[src/rtl/aps_pkg.sv]
// ----------------------------------------------------------------------------
// aps_pkg
// Shared types and codes for the AIFF PCM16 stream parser.
// ----------------------------------------------------------------------------
package aps_pkg;

    localparam logic [1:0] KIND_FORMAT = 2'd0;
    localparam logic [1:0] KIND_SAMPLE = 2'd1;
    localparam logic [1:0] KIND_DONE   = 2'd2;
    localparam logic [1:0] KIND_ERROR  = 2'd3;

    localparam logic [1:0] ERR_BAD_TAG    = 2'd0;
    localparam logic [1:0] ERR_BAD_FORMAT = 2'd1;
    localparam logic [1:0] ERR_NO_SSND    = 2'd2;
    localparam logic [1:0] ERR_TRUNCATED  = 2'd3;

    localparam int APS_QUEUE_DEPTH = 4;

    typedef struct packed {
        logic [7:0] data_byte;
        logic       start_of_file;
        logic       end_of_stream;
    } aps_in_t;

    typedef struct packed {
        logic [1:0]         kind;
        logic signed [15:0] sample_value;
        logic [15:0]        channel_index;
        logic [31:0]        frame_index;
        logic [15:0]        channel_count;
        logic [31:0]        frame_count;
        logic [1:0]         error_code;
    } aps_out_t;

    typedef struct packed {
        logic     valid;
        aps_out_t data;
    } aps_res_t;

endpackage

[src/rtl/aps_parse.sv]
// ----------------------------------------------------------------------------
// aps_parse
// Front end: takes one file byte per beat, walks the container and emits
// at most one result record per byte.
// ----------------------------------------------------------------------------
module aps_parse import aps_pkg::*; (
    input  logic    aclk,
    input  logic    aresetn,
    input  logic    fire,
    input  aps_in_t in_beat,
    output aps_res_t res
);

    localparam logic [3:0] PH_FORM      = 4'd0;
    localparam logic [3:0] PH_FSIZE     = 4'd1;
    localparam logic [3:0] PH_AIFF      = 4'd2;
    localparam logic [3:0] PH_CID       = 4'd3;
    localparam logic [3:0] PH_SZ_COMM   = 4'd4;
    localparam logic [3:0] PH_SZ_SSND   = 4'd5;
    localparam logic [3:0] PH_SZ_OTHER  = 4'd6;
    localparam logic [3:0] PH_COMM_CH   = 4'd7;
    localparam logic [3:0] PH_COMM_FR   = 4'd8;
    localparam logic [3:0] PH_COMM_BITS = 4'd9;
    localparam logic [3:0] PH_COMM_RATE = 4'd10;
    localparam logic [3:0] PH_SKIP      = 4'd11;
    localparam logic [3:0] PH_SSND_OFS  = 4'd12;
    localparam logic [3:0] PH_SAMPLE    = 4'd13;
    localparam logic [3:0] PH_FINISH    = 4'd14;
    localparam logic [3:0] PH_IDLE      = 4'd15;

    localparam logic [31:0] TAG_FORM = 32'h464F524D;
    localparam logic [31:0] TAG_AIFF = 32'h41494646;
    localparam logic [31:0] TAG_COMM = 32'h434F4D4D;
    localparam logic [31:0] TAG_SSND = 32'h53534E44;
    localparam logic [15:0] NEEDED_BITS = 16'd16;
    localparam logic [31:0] COMM_FIXED_LEN = 32'd18;

    logic [3:0]  phase_reg,  phase_next;
    logic [3:0]  bif_reg,    bif_next;
    logic [31:0] tag_reg,    tag_next;
    logic [31:0] chunk_reg,  chunk_next;
    logic [32:0] skip_reg,   skip_next;
    logic [15:0] chs_reg,    chs_next;
    logic [31:0] frs_reg,    frs_next;
    logic [15:0] bits_reg,   bits_next;
    logic [15:0] cch_reg,    cch_next;
    logic [31:0] cfr_reg,    cfr_next;
    logic [7:0]  hi_reg,     hi_next;

    function automatic logic field_done(input logic [3:0] cnt, input logic [3:0] n);
        return ({1'b0, cnt} + 5'd1) >= {1'b0, n};
    endfunction

    always_comb begin
        logic        sof;
        logic        has_res;
        logic [1:0]  kind;
        logic [1:0]  err;
        logic [15:0] sval;
        logic [15:0] sch;
        logic [31:0] sfr;
        logic [3:0]  ph;
        logic [3:0]  bif;
        logic [31:0] tag_base;
        logic [31:0] cfr_inc;
        logic [32:0] skip_dec;
        logic [32:0] skip_len;

        sof        = in_beat.start_of_file;
        has_res    = 1'b0;
        kind       = KIND_FORMAT;
        err        = ERR_BAD_TAG;
        sval       = '0;
        sch        = '0;
        sfr        = '0;
        ph         = sof ? PH_FORM : phase_reg;
        bif        = sof ? 4'd0 : bif_reg;
        tag_base   = sof ? 32'd0 : tag_reg;
        chunk_next = sof ? 32'd0 : chunk_reg;
        skip_next  = sof ? 33'd0 : skip_reg;
        chs_next   = sof ? 16'd0 : chs_reg;
        frs_next   = sof ? 32'd0 : frs_reg;
        bits_next  = sof ? 16'd0 : bits_reg;
        cch_next   = sof ? 16'd0 : cch_reg;
        cfr_next   = sof ? 32'd0 : cfr_reg;
        hi_next    = sof ? 8'd0 : hi_reg;
        tag_next   = {tag_base[23:0], in_beat.data_byte};
        phase_next = ph;
        bif_next   = bif;
        cfr_inc    = cfr_next + 32'd1;
        skip_dec   = (skip_next != 33'd0) ? skip_next - 33'd1 : skip_next;
        skip_len   = '0;

        unique case (ph)
            PH_FORM, PH_FSIZE, PH_AIFF, PH_CID, PH_SZ_COMM, PH_SZ_SSND,
            PH_SZ_OTHER, PH_COMM_FR: begin
                if (field_done(bif, 4'd4)) begin
                    bif_next = 4'd0;
                    unique case (ph)
                        PH_FORM: begin
                            if (tag_next == TAG_FORM) begin
                                phase_next = PH_FSIZE;
                            end else begin
                                has_res = 1'b1;
                                kind    = KIND_ERROR;
                                err     = ERR_BAD_TAG;
                            end
                        end
                        PH_FSIZE: phase_next = PH_AIFF;
                        PH_AIFF: begin
                            if (tag_next == TAG_AIFF) begin
                                phase_next = PH_CID;
                            end else begin
                                has_res = 1'b1;
                                kind    = KIND_ERROR;
                                err     = ERR_BAD_TAG;
                            end
                        end
                        PH_CID: begin
                            if (tag_next == TAG_COMM) begin
                                phase_next = PH_SZ_COMM;
                            end else if (tag_next == TAG_SSND) begin
                                phase_next = PH_SZ_SSND;
                            end else begin
                                phase_next = PH_SZ_OTHER;
                            end
                        end
                        PH_SZ_COMM: begin
                            chunk_next = tag_next;
                            phase_next = PH_COMM_CH;
                        end
                        PH_SZ_SSND: begin
                            chunk_next = tag_next;
                            has_res    = 1'b1;
                            if (chs_next == 16'd0 || bits_next != NEEDED_BITS) begin
                                kind = KIND_ERROR;
                                err  = ERR_BAD_FORMAT;
                            end else begin
                                kind       = KIND_FORMAT;
                                phase_next = PH_SSND_OFS;
                            end
                        end
                        PH_SZ_OTHER: begin
                            chunk_next = tag_next;
                            skip_len   = {1'b0, tag_next} + {32'd0, tag_next[0]};
                            skip_next  = skip_len;
                            phase_next = (skip_len != 33'd0) ? PH_SKIP : PH_CID;
                        end
                        default: begin
                            frs_next   = tag_next;
                            phase_next = PH_COMM_BITS;
                        end
                    endcase
                end else begin
                    bif_next = bif + 4'd1;
                end
            end
            PH_COMM_CH, PH_COMM_BITS: begin
                if (field_done(bif, 4'd2)) begin
                    bif_next = 4'd0;
                    if (ph == PH_COMM_CH) begin
                        chs_next   = tag_next[15:0];
                        phase_next = PH_COMM_FR;
                    end else begin
                        bits_next  = tag_next[15:0];
                        phase_next = PH_COMM_RATE;
                    end
                end else begin
                    bif_next = bif + 4'd1;
                end
            end
            PH_COMM_RATE: begin
                if (field_done(bif, 4'd10)) begin
                    bif_next = 4'd0;
                    if (chunk_next > COMM_FIXED_LEN) begin
                        skip_len = {1'b0, chunk_next - COMM_FIXED_LEN}
                                 + {32'd0, chunk_next[0]};
                    end
                    skip_next  = skip_len;
                    phase_next = (skip_len != 33'd0) ? PH_SKIP : PH_CID;
                end else begin
                    bif_next = bif + 4'd1;
                end
            end
            PH_SKIP: begin
                skip_next = skip_dec;
                if (skip_dec == 33'd0) begin
                    phase_next = PH_CID;
                end
            end
            PH_SSND_OFS: begin
                if (field_done(bif, 4'd8)) begin
                    bif_next = 4'd0;
                    cch_next = 16'd0;
                    cfr_next = 32'd0;
                    if (frs_next == 32'd0) begin
                        has_res    = 1'b1;
                        kind       = KIND_DONE;
                        phase_next = PH_IDLE;
                    end else begin
                        phase_next = PH_SAMPLE;
                    end
                end else begin
                    bif_next = bif + 4'd1;
                end
            end
            PH_SAMPLE: begin
                if (bif == 4'd0) begin
                    hi_next  = in_beat.data_byte;
                    bif_next = 4'd1;
                end else begin
                    bif_next = 4'd0;
                    has_res  = 1'b1;
                    kind     = KIND_SAMPLE;
                    sval     = {hi_next, in_beat.data_byte};
                    sch      = cch_next;
                    sfr      = cfr_next;
                    if (({1'b0, cch_next} + 17'd1) >= {1'b0, chs_next}) begin
                        cch_next = 16'd0;
                        cfr_next = cfr_inc;
                        if (cfr_inc == frs_next) begin
                            phase_next = PH_FINISH;
                        end
                    end else begin
                        cch_next = cch_next + 16'd1;
                    end
                end
            end
            PH_FINISH: begin
                has_res    = 1'b1;
                kind       = KIND_DONE;
                phase_next = PH_IDLE;
            end
            default: begin
            end
        endcase

        if (has_res && kind == KIND_ERROR) begin
            phase_next = PH_IDLE;
        end

        if (in_beat.end_of_stream) begin
            if (!(has_res && kind == KIND_ERROR) && phase_next != PH_FINISH
                    && phase_next != PH_IDLE) begin
                has_res = 1'b1;
                kind    = KIND_ERROR;
                err     = (phase_next == PH_SSND_OFS || phase_next == PH_SAMPLE)
                        ? ERR_TRUNCATED : ERR_NO_SSND;
                sval    = '0;
                sch     = '0;
                sfr     = '0;
            end
            phase_next = PH_IDLE;
        end

        res.valid              = fire && has_res;
        res.data.kind          = kind;
        res.data.sample_value  = (kind == KIND_SAMPLE) ? sval : 16'sd0;
        res.data.channel_index = (kind == KIND_SAMPLE) ? sch : 16'd0;
        res.data.frame_index   = (kind == KIND_SAMPLE) ? sfr : 32'd0;
        res.data.channel_count = chs_next;
        res.data.frame_count   = frs_next;
        res.data.error_code    = (kind == KIND_ERROR) ? err : ERR_BAD_TAG;
    end

    always_ff @(posedge aclk) begin
        if (!aresetn) begin
            phase_reg <= PH_FORM;
            bif_reg   <= '0;
            tag_reg   <= '0;
            chunk_reg <= '0;
            skip_reg  <= '0;
            chs_reg   <= '0;
            frs_reg   <= '0;
            bits_reg  <= '0;
            cch_reg   <= '0;
            cfr_reg   <= '0;
            hi_reg    <= '0;
        end else if (fire) begin
            phase_reg <= phase_next;
            bif_reg   <= bif_next;
            tag_reg   <= tag_next;
            chunk_reg <= chunk_next;
            skip_reg  <= skip_next;
            chs_reg   <= chs_next;
            frs_reg   <= frs_next;
            bits_reg  <= bits_next;
            cch_reg   <= cch_next;
            cfr_reg   <= cfr_next;
            hi_reg    <= hi_next;
        end
    end

    // an error always parks the parser
    assert property (@(posedge aclk) disable iff (!aresetn)
        res.valid && res.data.kind == KIND_ERROR |=> phase_reg == PH_IDLE)
        else $error("parser not idle after error");

    // a sample only completes on the low byte of a word in the sample phase
    assert property (@(posedge aclk) disable iff (!aresetn)
        res.valid && res.data.kind == KIND_SAMPLE |->
            !in_beat.start_of_file && phase_reg == PH_SAMPLE && bif_reg == 4'd1)
        else $error("sample emitted outside sample phase");

    // a format record moves the parser on to the sound header
    assert property (@(posedge aclk) disable iff (!aresetn)
        res.valid && res.data.kind == KIND_FORMAT |=> phase_reg == PH_SSND_OFS)
        else $error("parser not at sound header after format record");

endmodule

[src/rtl/aps_fifo.sv]
// ----------------------------------------------------------------------------
// aps_fifo
// Short result queue between the parser and the output stage.
// ----------------------------------------------------------------------------
module aps_fifo import aps_pkg::*; #(
    parameter int DEPTH = APS_QUEUE_DEPTH
) (
    input  logic     aclk,
    input  logic     aresetn,
    input  aps_res_t wr,
    output logic     full,
    output logic     rd_valid,
    output aps_out_t rd_data,
    input  logic     rd_pop
);

    localparam int PTR_W = (DEPTH > 1) ? $clog2(DEPTH) : 1;
    localparam int CNT_W = $clog2(DEPTH + 1);

    aps_out_t           mem_reg [DEPTH];
    logic [PTR_W-1:0]   wr_ptr_reg, wr_ptr_next;
    logic [PTR_W-1:0]   rd_ptr_reg, rd_ptr_next;
    logic [CNT_W-1:0]   cnt_reg,    cnt_next;
    logic               push;

    assign push     = wr.valid;
    assign full     = cnt_reg == CNT_W'(DEPTH);
    assign rd_valid = cnt_reg != '0;
    assign rd_data  = mem_reg[rd_ptr_reg];

    always_comb begin
        wr_ptr_next = wr_ptr_reg;
        rd_ptr_next = rd_ptr_reg;
        cnt_next    = cnt_reg;
        if (push) begin
            wr_ptr_next = (wr_ptr_reg == PTR_W'(DEPTH - 1)) ? '0 : wr_ptr_reg + PTR_W'(1);
        end
        if (rd_pop) begin
            rd_ptr_next = (rd_ptr_reg == PTR_W'(DEPTH - 1)) ? '0 : rd_ptr_reg + PTR_W'(1);
        end
        unique case ({push, rd_pop})
            2'b10:   cnt_next = cnt_reg + CNT_W'(1);
            2'b01:   cnt_next = cnt_reg - CNT_W'(1);
            default: cnt_next = cnt_reg;
        endcase
    end

    always_ff @(posedge aclk) begin
        if (push) begin
            mem_reg[wr_ptr_reg] <= wr.data;
        end
    end

    always_ff @(posedge aclk) begin
        if (!aresetn) begin
            wr_ptr_reg <= '0;
            rd_ptr_reg <= '0;
            cnt_reg    <= '0;
        end else begin
            wr_ptr_reg <= wr_ptr_next;
            rd_ptr_reg <= rd_ptr_next;
            cnt_reg    <= cnt_next;
        end
    end

    assert property (@(posedge aclk) disable iff (!aresetn) push |-> !full)
        else $error("queue overflow");

    assert property (@(posedge aclk) disable iff (!aresetn) rd_pop |-> rd_valid)
        else $error("queue underflow");

    assert property (@(posedge aclk) disable iff (!aresetn)
        push && !rd_pop |=> cnt_reg == $past(cnt_reg) + CNT_W'(1))
        else $error("queue count lost a push");

endmodule

[src/rtl/aps_out.sv]
// ----------------------------------------------------------------------------
// aps_out
// Output register: presents the queue head on the result channel.
// ----------------------------------------------------------------------------
module aps_out import aps_pkg::*; (
    input  logic     aclk,
    input  logic     aresetn,
    input  logic     head_valid,
    input  aps_out_t head_data,
    output logic     head_pop,
    output logic     m_valid,
    input  logic     m_ready,
    output aps_out_t m_data
);

    logic     valid_reg, valid_next;
    aps_out_t data_reg;

    assign head_pop   = head_valid && (!valid_reg || m_ready);
    assign valid_next = head_pop || (valid_reg && !m_ready);
    assign m_valid    = valid_reg;
    assign m_data     = data_reg;

    always_ff @(posedge aclk) begin
        if (!aresetn) begin
            valid_reg <= 1'b0;
        end else begin
            valid_reg <= valid_next;
        end
    end

    always_ff @(posedge aclk) begin
        if (head_pop) begin
            data_reg <= head_data;
        end
    end

endmodule

[src/rtl/aiff_pcm16_stream_parser_unit.sv]
// ----------------------------------------------------------------------------
// aiff_pcm16_stream_parser_unit
// AIFF container parser: one byte per beat in, format/sample/done/error
// records out.
// ----------------------------------------------------------------------------
// Throughput: one byte per cycle while s_ready is high; the parser updates its phase once per byte.
// A result is queued when its byte is accepted and is then loaded into the output
//   register once that register is empty or its record is being taken on m_.
// The result queue holds QUEUE_DEPTH records; s_ready drops only when it is full.
// Reset (aresetn low, synchronous) returns the parser to the FORM tag and
//   empties the queue and the output register.
module aiff_pcm16_stream_parser_unit import aps_pkg::*; #(
    parameter int QUEUE_DEPTH = APS_QUEUE_DEPTH
) (
    input  logic     aclk,
    input  logic     aresetn,
    input  logic     s_valid,
    output logic     s_ready,
    input  aps_in_t  s_data,
    output logic     m_valid,
    input  logic     m_ready,
    output aps_out_t m_data
);

    logic     fire;
    logic     q_full;
    logic     head_valid;
    logic     head_pop;
    aps_out_t head_data;
    aps_res_t res;

    assign s_ready = !q_full;
    assign fire    = s_valid && s_ready;

    aps_parse u_parse (
        .aclk    (aclk),
        .aresetn (aresetn),
        .fire    (fire),
        .in_beat (s_data),
        .res     (res)
    );

    aps_fifo #(
        .DEPTH (QUEUE_DEPTH)
    ) u_fifo (
        .aclk     (aclk),
        .aresetn  (aresetn),
        .wr       (res),
        .full     (q_full),
        .rd_valid (head_valid),
        .rd_data  (head_data),
        .rd_pop   (head_pop)
    );

    aps_out u_out (
        .aclk       (aclk),
        .aresetn    (aresetn),
        .head_valid (head_valid),
        .head_data  (head_data),
        .head_pop   (head_pop),
        .m_valid    (m_valid),
        .m_ready    (m_ready),
        .m_data     (m_data)
    );

endmodule

[config.mk]
export PLATFORM = sky130hd
export DESIGN_NAME = aiff_pcm16_stream_parser_unit
export DESIGN_NICKNAME = d
export VERILOG_FILES = /design/src/rtl/aps_pkg.sv /design/src/rtl/aps_parse.sv /design/src/rtl/aps_fifo.sv /design/src/rtl/aps_out.sv /design/src/rtl/aiff_pcm16_stream_parser_unit.sv
export SDC_FILE = /design/constraint.sdc
export NUM_CORES = 1
export LEC_CHECK = 0
export BUFFER_PORTS_ARGS = -buffer_cell sky130_fd_sc_hd__buf_2
export CAP_MARGIN = 20
export CELL_PAD_IN_SITES_DETAIL_PLACEMENT = 0
export CELL_PAD_IN_SITES_GLOBAL_PLACEMENT = 1
export CORE_MARGIN = 1
export CORE_UTILIZATION = 40
export CTS_CLUSTER_SIZE = 12
export DETAILED_ROUTE_END_ITERATION = 6
export GPL_TIMING_DRIVEN = 0
export PLACE_DENSITY_LB_ADDON = 0.1
export SKIP_LAST_GASP = 1
export SLEW_MARGIN = 5
export SYNTH_ARGS = -nofsm -noshare
export SYNTH_HDL_FRONTEND = slang
export SYNTH_HIERARCHICAL = 1
export SYNTH_SLANG_ARGS = --single-unit
[constraint.sdc]
create_clock -name aclk -period 22.8 [get_ports aclk]
set_input_delay 2.28 -clock aclk [delete_from_list [all_inputs] [get_ports aclk]]
set_output_delay 2.28 -clock aclk [all_outputs]
set_load 0.01 [all_outputs]
==> impl_metrics.csv, run 1 <==
group,metric,value,unit
outcome,outcome,"finished, final reports clean",
synthesis,synth_area_leader_cell,"edfxtp_1",
cts,cts_buffer_depth,3,
synthesis,syn_area,38400,um^2
synthesis,syn_area_per_cell,11.7,um^2
floorplanning,placementRows,113,
routing,drt_wl_total,142,mm
critical_path,cpMostUsedCell,"buf_2",
timing,setup_ws,6.95,ns
placement,gp_congestion,0.973,
placement,place_ws,6.91,ns
synthesis,synth_top_area_share,45.3,%
worst_hold_path,hp-class,"flip-flop to flip-flop",
timing,slew_violations,0,
timing,clock_skew,0.0284,ns
cts,tritoncts.num_buffers,90,
floorplanning,dieArea,97300,um^2
synthesis,syn_nets,3344,
cts,cts_setup_buffers,0,
cts,htreeDepth,3,
timing,period_needed,15.85,ns
cts,root_buffer,"clkbuf_16",
critical_path,endpoint_kind,"flip-flop",
synthesis,yosysSeqAreaShare,57.1,%
routing,ant_nets,0,
cts,cts_sinks,807,
finish,multi_input_area,15300,um^2
routing,post_drt_via_cell_ratio,6.04,
finish,final_nets,3601,
finish,areaGrowthSynthToFinish,15.4,%
synthesis,synthCells,3294,
synthesis,synth-edff-count,580,
routing,dr.pass1.iters,6,
synthesis,synthTopCellsByArea,"edfxtp_1, dfxtp_1, mux4_2",
cts,clk_latency,0.67,ns
timing,fin_crit_sh,69.5,%
global_routing,track_usage,28.9,%
routing,vias,29500,
floorplanning,io_pins,132,
placement,io_buffer_count,130,
floorplanning,start_util,40.4,%
finish,register_area,22000,um^2
routing,routedWlPerCell,29.0,um
synthesis,synth_seq_cells,807,
critical_path,crit_fanout,50,
synthesis,ys_dominant_reg_cell,"edfxtp_1",
global_routing,grt_max_degree,52,
finish,largest_reg_flops,464,
timing,relSlewSlack,13.6,%
global_routing,grt_pass1_vias,28900,
global_routing,antenna_found_initial,5,
global_routing,grt_pass1_wl,205,mm
timing,tightest_slew,1.30,ns
timing,setup_viol,0,
critical_path,worst-setup-path-type,"input port to flip-flop",
timing,rsz0062_at_grt,"false",
floorplanning,die-height,312,um
global_routing,grt.overflow.total,0,
cts,clk_pin_slew,0.05,ns
cts,cts_resized,0,
synthesis,synth_cell_types,92,
placement,hpwl,104,mm
timing,hold_viol_final,0,
power_and_ir_drop,powerDensity,96.3,nW/um^2
finish,fillerInstances,8731,
critical_path,startpoint_type,"input port",
run,cap_violations,0,
power_and_ir_drop,peakVddDrop,53.9,uV
timing,finalSetupTns,0,ns
power_and_ir_drop,p_leak,15.2,nW
floorplanning,fp.dieW,312,um
timing,max_freq,0.0631,GHz
critical_path,cpMaxStageDelayCell,"buf_1",
critical_path,required,23.13,ns
finish,drive_gt1_share,14.2,%
critical_path,arrival,16.18,ns
routing,drt_iter0_drc,3011,
critical_path,cpPeakStageDelay,0.98,ns
synthesis,synth-async-reset-ratio,0,%
cts,cts_tree,"done",
synthesis,yosysWarnings,6,
floorplanning,coreArea,95200,um^2
cts,hold_buffers,0,
routing,remaining_drc_errors,0,
-- worst max-delay path: cells and delay by family --
family          cells  cell delay (ns)
compound gates      7             1.22
xor+xnor            1             0.19
fa+ha+maj           2             0.60
buf+inv            15             8.52
simple gates       11             3.02
-- final timing paths --
kind,from,to,slack [ns],depth (start not counted)
hold reg to reg,u_parse/chs_reg[10],u_parse/chs_reg[10],0.49,2
setup / recovery,s_data[1],u_fifo/mem_reg[0][33],6.95,36
setup reg to reg,u_parse/skip_reg[9],u_fifo/mem_reg[0][33],14.86,17
hold / removal,u_parse/chs_reg[10],u_parse/chs_reg[10],0.49,2
-- Yosys cell counts, drive strengths merged, types with 7 or more instances --
master and n:
edfxtp 580, nor2 331, nand2 247, dfxtp 227
clkbuf 175, o21ai 163, a21oi 158, mux4 116
xnor2 95, nor3 93, nand3 91, mux2i 84
and2 68, buf 67, a22oi 66, nor4 66
xor2 59, inv 53, nand4 47, nor2b 44
a31oi 43, ha 35, and3 28, or4 25
or2 20, a221oi 18, or3 18, a211oi 17
nand2b 16, o211ai 16, o31ai 15, a311oi 14
o21a 14, a21o 13, a31o 12, nand3b 11
nor3b 10, o31a 9, o2111ai 8, o211a 8
o221ai 8, o22ai 8, and4 7, nand4b 7
-- final cells by class --
| cell class | instances | area share [%] |
|---|---|---|
| Sequential cell | 807 | 49.5 |
| Multi-Input combinational cell | 2192 | 34.5 |
| Clock buffer | 120 | 5.49 |
| Tap cell | 1265 | 3.57 |
| Timing Repair Buffer | 165 | 2.80 |
| Buffer | 242 | 2.28 |
| Clock inverter | 39 | 1.38 |
| Inverter | 53 | 0.449 |
| Antenna cell | 5 | 0.0282 |
-- placed cells by master (no fill, tap or decap), drive strengths merged, types with 12 or more instances in the layout --
cell    instances
buf           230
nor2b          44
clkinv         20
mux2i          84
a221oi         18
a21o           13
clkbuf        296
a311oi         14
a31o           12
or3            18
and3           28
a22oi          66
edfxtp        580
o21ai         163
xnor2          95
a21oi         158
nor4           66
nand2b         16
bufinv         13
or2            20
nand3          91
o21a           14
ha             35
o211ai         16
dfxtp         227
o31ai          15
xor2           59
and2           68
inv            56
mux4          116
a31oi          43
a211oi         17
nor2          331
nand2         247
nor3           93
or4            25
nand4          47
-- power breakdown --
part | internal (mW) | total [mW] | switching, mW
registers | 1.78 | 1.84 | 0.0586
clock network | 0.902 | 1.50 | 0.598
logic | 0.371 | 0.933 | 0.561
-- metal layers --
metal	routed length, um	track usage [%]
met4	6020	12.1
met1	60100	39.2
met5	12	0
met3	9850	4.21
met2	65900	46.3
-- logic make-up after synthesis --
| kind of cell | Yosys count | synth area share [%] |
|---|---|---|
| simple gates | 1151 | 15.0 |
| flops | 807 | 57.1 |
| compound gates | 648 | 11.0 |
| buf+inv | 295 | 3.15 |
| mux | 203 | 9.07 |
| xor+xnor | 154 | 3.51 |
| fa+ha+maj | 36 | 1.19 |
-- through the flow --
step           area, um^2  hold WS [ns]  power, mW  utilization, %  std cells
2_1_floorplan       38400         0.450       2.46               -       3294
3_3_place_gp        40700         0.468       2.82            42.7       4689
3_5_place_dp        41300         0.477       2.81            43.4       4721
4_1_cts             44300         0.486       4.32            46.6       4880
5_1_grt             44300         0.508       4.45            46.6       4884
6_report            44400         0.487       4.27            46.6       4888
Note: power is estimated with default switching activity, not from simulation.
==> run 2: changes to the inputs <==
--- a/config.mk
+++ b/config.mk
@@ -5,6 +5,7 @@
 export SDC_FILE = /design/constraint.sdc
 export NUM_CORES = 1
 export LEC_CHECK = 0
+export ABC_AREA = 1
 export BUFFER_PORTS_ARGS = -buffer_cell sky130_fd_sc_hd__buf_2
 export CAP_MARGIN = 20
 export CELL_PAD_IN_SITES_DETAIL_PLACEMENT = 0
==> constraint.sdc (replaced) <==
create_clock -name aclk -period 13.6 [get_ports aclk]
set_input_delay 1.36 -clock aclk [delete_from_list [all_inputs] [get_ports aclk]]
set_output_delay 1.36 -clock aclk [all_outputs]
set_load 0.01 [all_outputs]
==> run 2 against run 1 <==
- routed wire length increased by 9.2%
- synthesized cell count increased by 45%
- sequential power increased by 77%
- clock power increased by 57%
- critical endpoint is now u_fifo/mem_reg[0][54]
- largest power group unchanged
==> impl_metrics.csv, run 2 <==
group,metric,value,unit
run,cap_violations,0,
routing,ant_nets,0,
outcome,outcome,"finished, final reports clean",
finish,layout_common_cells,"nand2_1, nor2_1, edfxtp_1, inv_1, o21ai_0",
routing,drt_iter0_drc,3525,
power_and_ir_drop,pwr-share-clk,28.0,%
power_and_ir_drop,p_leak,18.2,nW
synthesis,yosysMostFrequentCell,"nand2_1",
routing,post_drt_via_cell_ratio,5.54,
power_and_ir_drop,p_total,8.39,mW
critical_path,r2r-start,"u_parse/cch_reg[0]",
timing,hold_viol_final,0,
routing,vias,35700,
critical_path,endpoint_kind,"flip-flop",
timing,setup_viol,0,
power_and_ir_drop,powerDensity,181,nW/um^2
routing,routedWlPerCell,24.0,um
cts,htreeDepth,3,
finish,layout_commonest_cell,"nand2_1",
placement,placed_cell_area,43600,um^2
global_routing,grt_pass1_vias,33400,
timing,relSlewSlack,18.1,%
critical_path,critPathBufInv,12,
cts,root_buffer,"clkbuf_16",
critical_path,cp.depth,38,
timing,max_freq,0.107,GHz
worst_hold_path,hp-class,"flip-flop to flip-flop",
power_and_ir_drop,sequentialPowerShare,38.7,%
synthesis,synth-async-reset-ratio,0,%
floorplanning,io_pins,132,
global_routing,antenna_found_initial,0,
synthesis,synth_top_area_share,42.5,%
finish,drive_gt1_share,8.54,%
timing,slew_violations,0,
timing,tightest_slew,1.23,ns
power_and_ir_drop,p_comb_share,33.2,%
floorplanning,coreArea,102000,um^2
synthesis,synth_area_leader_cell,"edfxtp_1",
timing,whs,0.465,ns
global_routing,grt_use_met2,48.1,%
power_and_ir_drop,power.switching,3.11,mW
cts,cts_sinks,807,
timing,rsz0062_at_grt,"false",
cts,cts_tree,"done",
critical_path,worst-setup-path-type,"input port to flip-flop",
critical_path,crit_end,"u_fifo/mem_reg[0][54]",
synthesis,syn_nets,4820,
synthesis,synthTopCellsByArea,"edfxtp_1, dfxtp_1, nand2_1",
worst_hold_path,min-delay-start,"u_parse/skip_reg[19]",
routing,drt_wl_total,155,mm
global_routing,grt_max_degree,72,
finish,largest_reg_flops,464,
global_routing,grt_pass1_wl,225,mm
cts,clk_pin_slew,0.05,ns
global_routing,top_usage_layer,"met2",
cts,cts_buffer_depth,3,
finish,areaGrowthSynthToFinish,13.3,%
floorplanning,placementRows,117,
timing,clock_skew,0.0467,ns
synthesis,ys_dominant_reg_cell,"edfxtp_1",
global_routing,track_usage,29.4,%
cts,hold_buffers,0,
cts,clk_latency,0.70,ns
routing,remaining_drc_errors,0,
critical_path,crit_fanout,63,
cts,cts_setup_buffers,0,
placement,hpwl,115,mm
floorplanning,die-height,322,um
power_and_ir_drop,p_sw_share,37.1,%
placement,io_buffer_count,128,
critical_path,cpMostUsedCell,"nand2_1",
floorplanning,fp.dieW,322,um
power_and_ir_drop,peakVddDrop,129,uV
global_routing,grt.overflow.total,0,
power_and_ir_drop,intPower,5.28,mW
cts,cts_resized,0,
global_routing,grt.met1_usage,39.8,%
finish,fillerInstances,10200,
critical_path,required,13.91,ns
critical_path,worstReg2RegEnd,"u_fifo/mem_reg[0][54]",
finish,stdcell_area,46500,um^2
critical_path,cpPeakStageDelay,0.82,ns
routing,dr.pass1.iters,6,
timing,period_needed,9.32,ns
critical_path,startpoint_type,"input port",
finish,final_nets,5050,
cts,tritoncts.num_buffers,90,
synthesis,yosysSeqAreaShare,53.5,%
synthesis,syn_area,41000,um^2
critical_path,cpMaxStageDelayCell,"a21oi_1",
floorplanning,start_util,40.3,%
synthesis,yosysWarnings,6,
synthesis,synthCells,4770,
synthesis,synth_commonest_cells,"nand2_1, nor2_1, edfxtp_1",
floorplanning,dieArea,104000,um^2
synthesis,synth-edff-count,580,
critical_path,ff2ff_setup_slack,6.73,ns
critical_path,critPathTopFamily,"buffers and inverters",
critical_path,startpoint,"s_data[1]",
critical_path,arrival,9.63,ns
global_routing,met3_usage,3.52,%
placement,gp_congestion,0.955,
critical_path,reg2reg_depth,30,
timing,finalSetupTns,0,ns
synthesis,synth_cell_types,63,
timing,fin_crit_sh,68.6,%
synthesis,synth_seq_cells,807,
synthesis,syn_area_per_cell,8.60,um^2
[run 2: cell types whose count changed after synthesis, sizes merged, moves of 44 or more]
cell / change
xnor2: -71
nor2: +485
a22oi: -64
o21ai: +314
nand3: +116
nand2: +582
mux4: -116
nor4: -48
mux2i: -84
inv: +437
nor2b: -44
o22ai: +118
a21oi: +129
and2: -64
[run 2: worst min path at each step]
stage	cells after the start	to
2_1_floorplan	2	u_parse/skip_reg[7]
3_3_place_gp	2	u_parse/skip_reg[26]
3_5_place_dp	2	u_parse/bits_reg[3]
4_1_cts	2	u_parse/bits_reg[0]
5_1_grt	2	u_parse/bits_reg[3]
6_report	2	u_parse/skip_reg[19]
[run 2: cell type report]
cell class | count | area, um^2 | area share, %
multi-input cells | 3224 | 15900 | 34.2
clock inverters | 43 | 419 | 0.902
diodes | 2 | 5.00 | 0.0108
repair buffers | 138 | 861 | 1.85
plain buffers | 246 | 1300 | 2.81
clock buffers | 119 | 2420 | 5.21
inverters | 493 | 1890 | 4.06
flip-flops and latches | 807 | 22000 | 47.3
well taps | 1368 | 1710 | 3.68
[run 2: power groups by stage]
stage / clock network [mW] / logic [mW] / registers [mW]
2_1_floorplan: 0 / 1.55 / 3.46
3_5_place_dp: 0 / 2.78 / 3.30
4_1_cts: 2.41 / 2.79 / 3.25
3_3_place_gp: 0 / 2.72 / 3.40
5_1_grt: 2.49 / 3.03 / 3.29
6_report: 2.35 / 2.79 / 3.25
[run 2: through the flow]
| step | cells | setup slack (ns) | util, % |
|---|---|---|---|
| 4_1_cts | 6438 | 4.53 | 45.7 |
| 5_1_grt | 6438 | 4.01 | 45.7 |
| 6_report | 6440 | 4.28 | 45.7 |
| 2_1_floorplan | 4770 | 4.87 | - |
| 3_3_place_gp | 6266 | 0.476 | 42.6 |
| 3_5_place_dp | 6276 | 3.81 | 42.9 |
[run 2: kinds of logic after synthesis]
logic type / count (synthesis) / synth area share, %
AOI/OAI and AO/OA: 1070 / 14.8
buffers and inverters: 739 / 7.73
DFF: 807 / 53.5
adders and majority gates: 36 / 1.12
xor gates and xnor gates: 94 / 2.11
and+or+nand+nor: 2024 / 20.7
[run 2: worst reg2reg max path: cells and delay by family (launching register included)]
| kind | cells | cell delay [ns] |
|---|---|---|
| AND/OR/NAND/NOR | 19 | 2.90 |
| flip-flops | 1 | 0.31 |
| AO/OA/AOI/OAI | 3 | 1.15 |
| XOR/XNOR | 1 | 0.16 |
| buffers and inverters | 5 | 1.18 |
| adder cells (fa/ha/maj) | 2 | 0.60 |
[run 2: routing by layer]
metal / wire length, um / share of wire, %
met5: 0 / 0
met4: 6110 / 3.9
met3: 9250 / 6.0
met2: 71800 / 46
met1: 67600 / 44
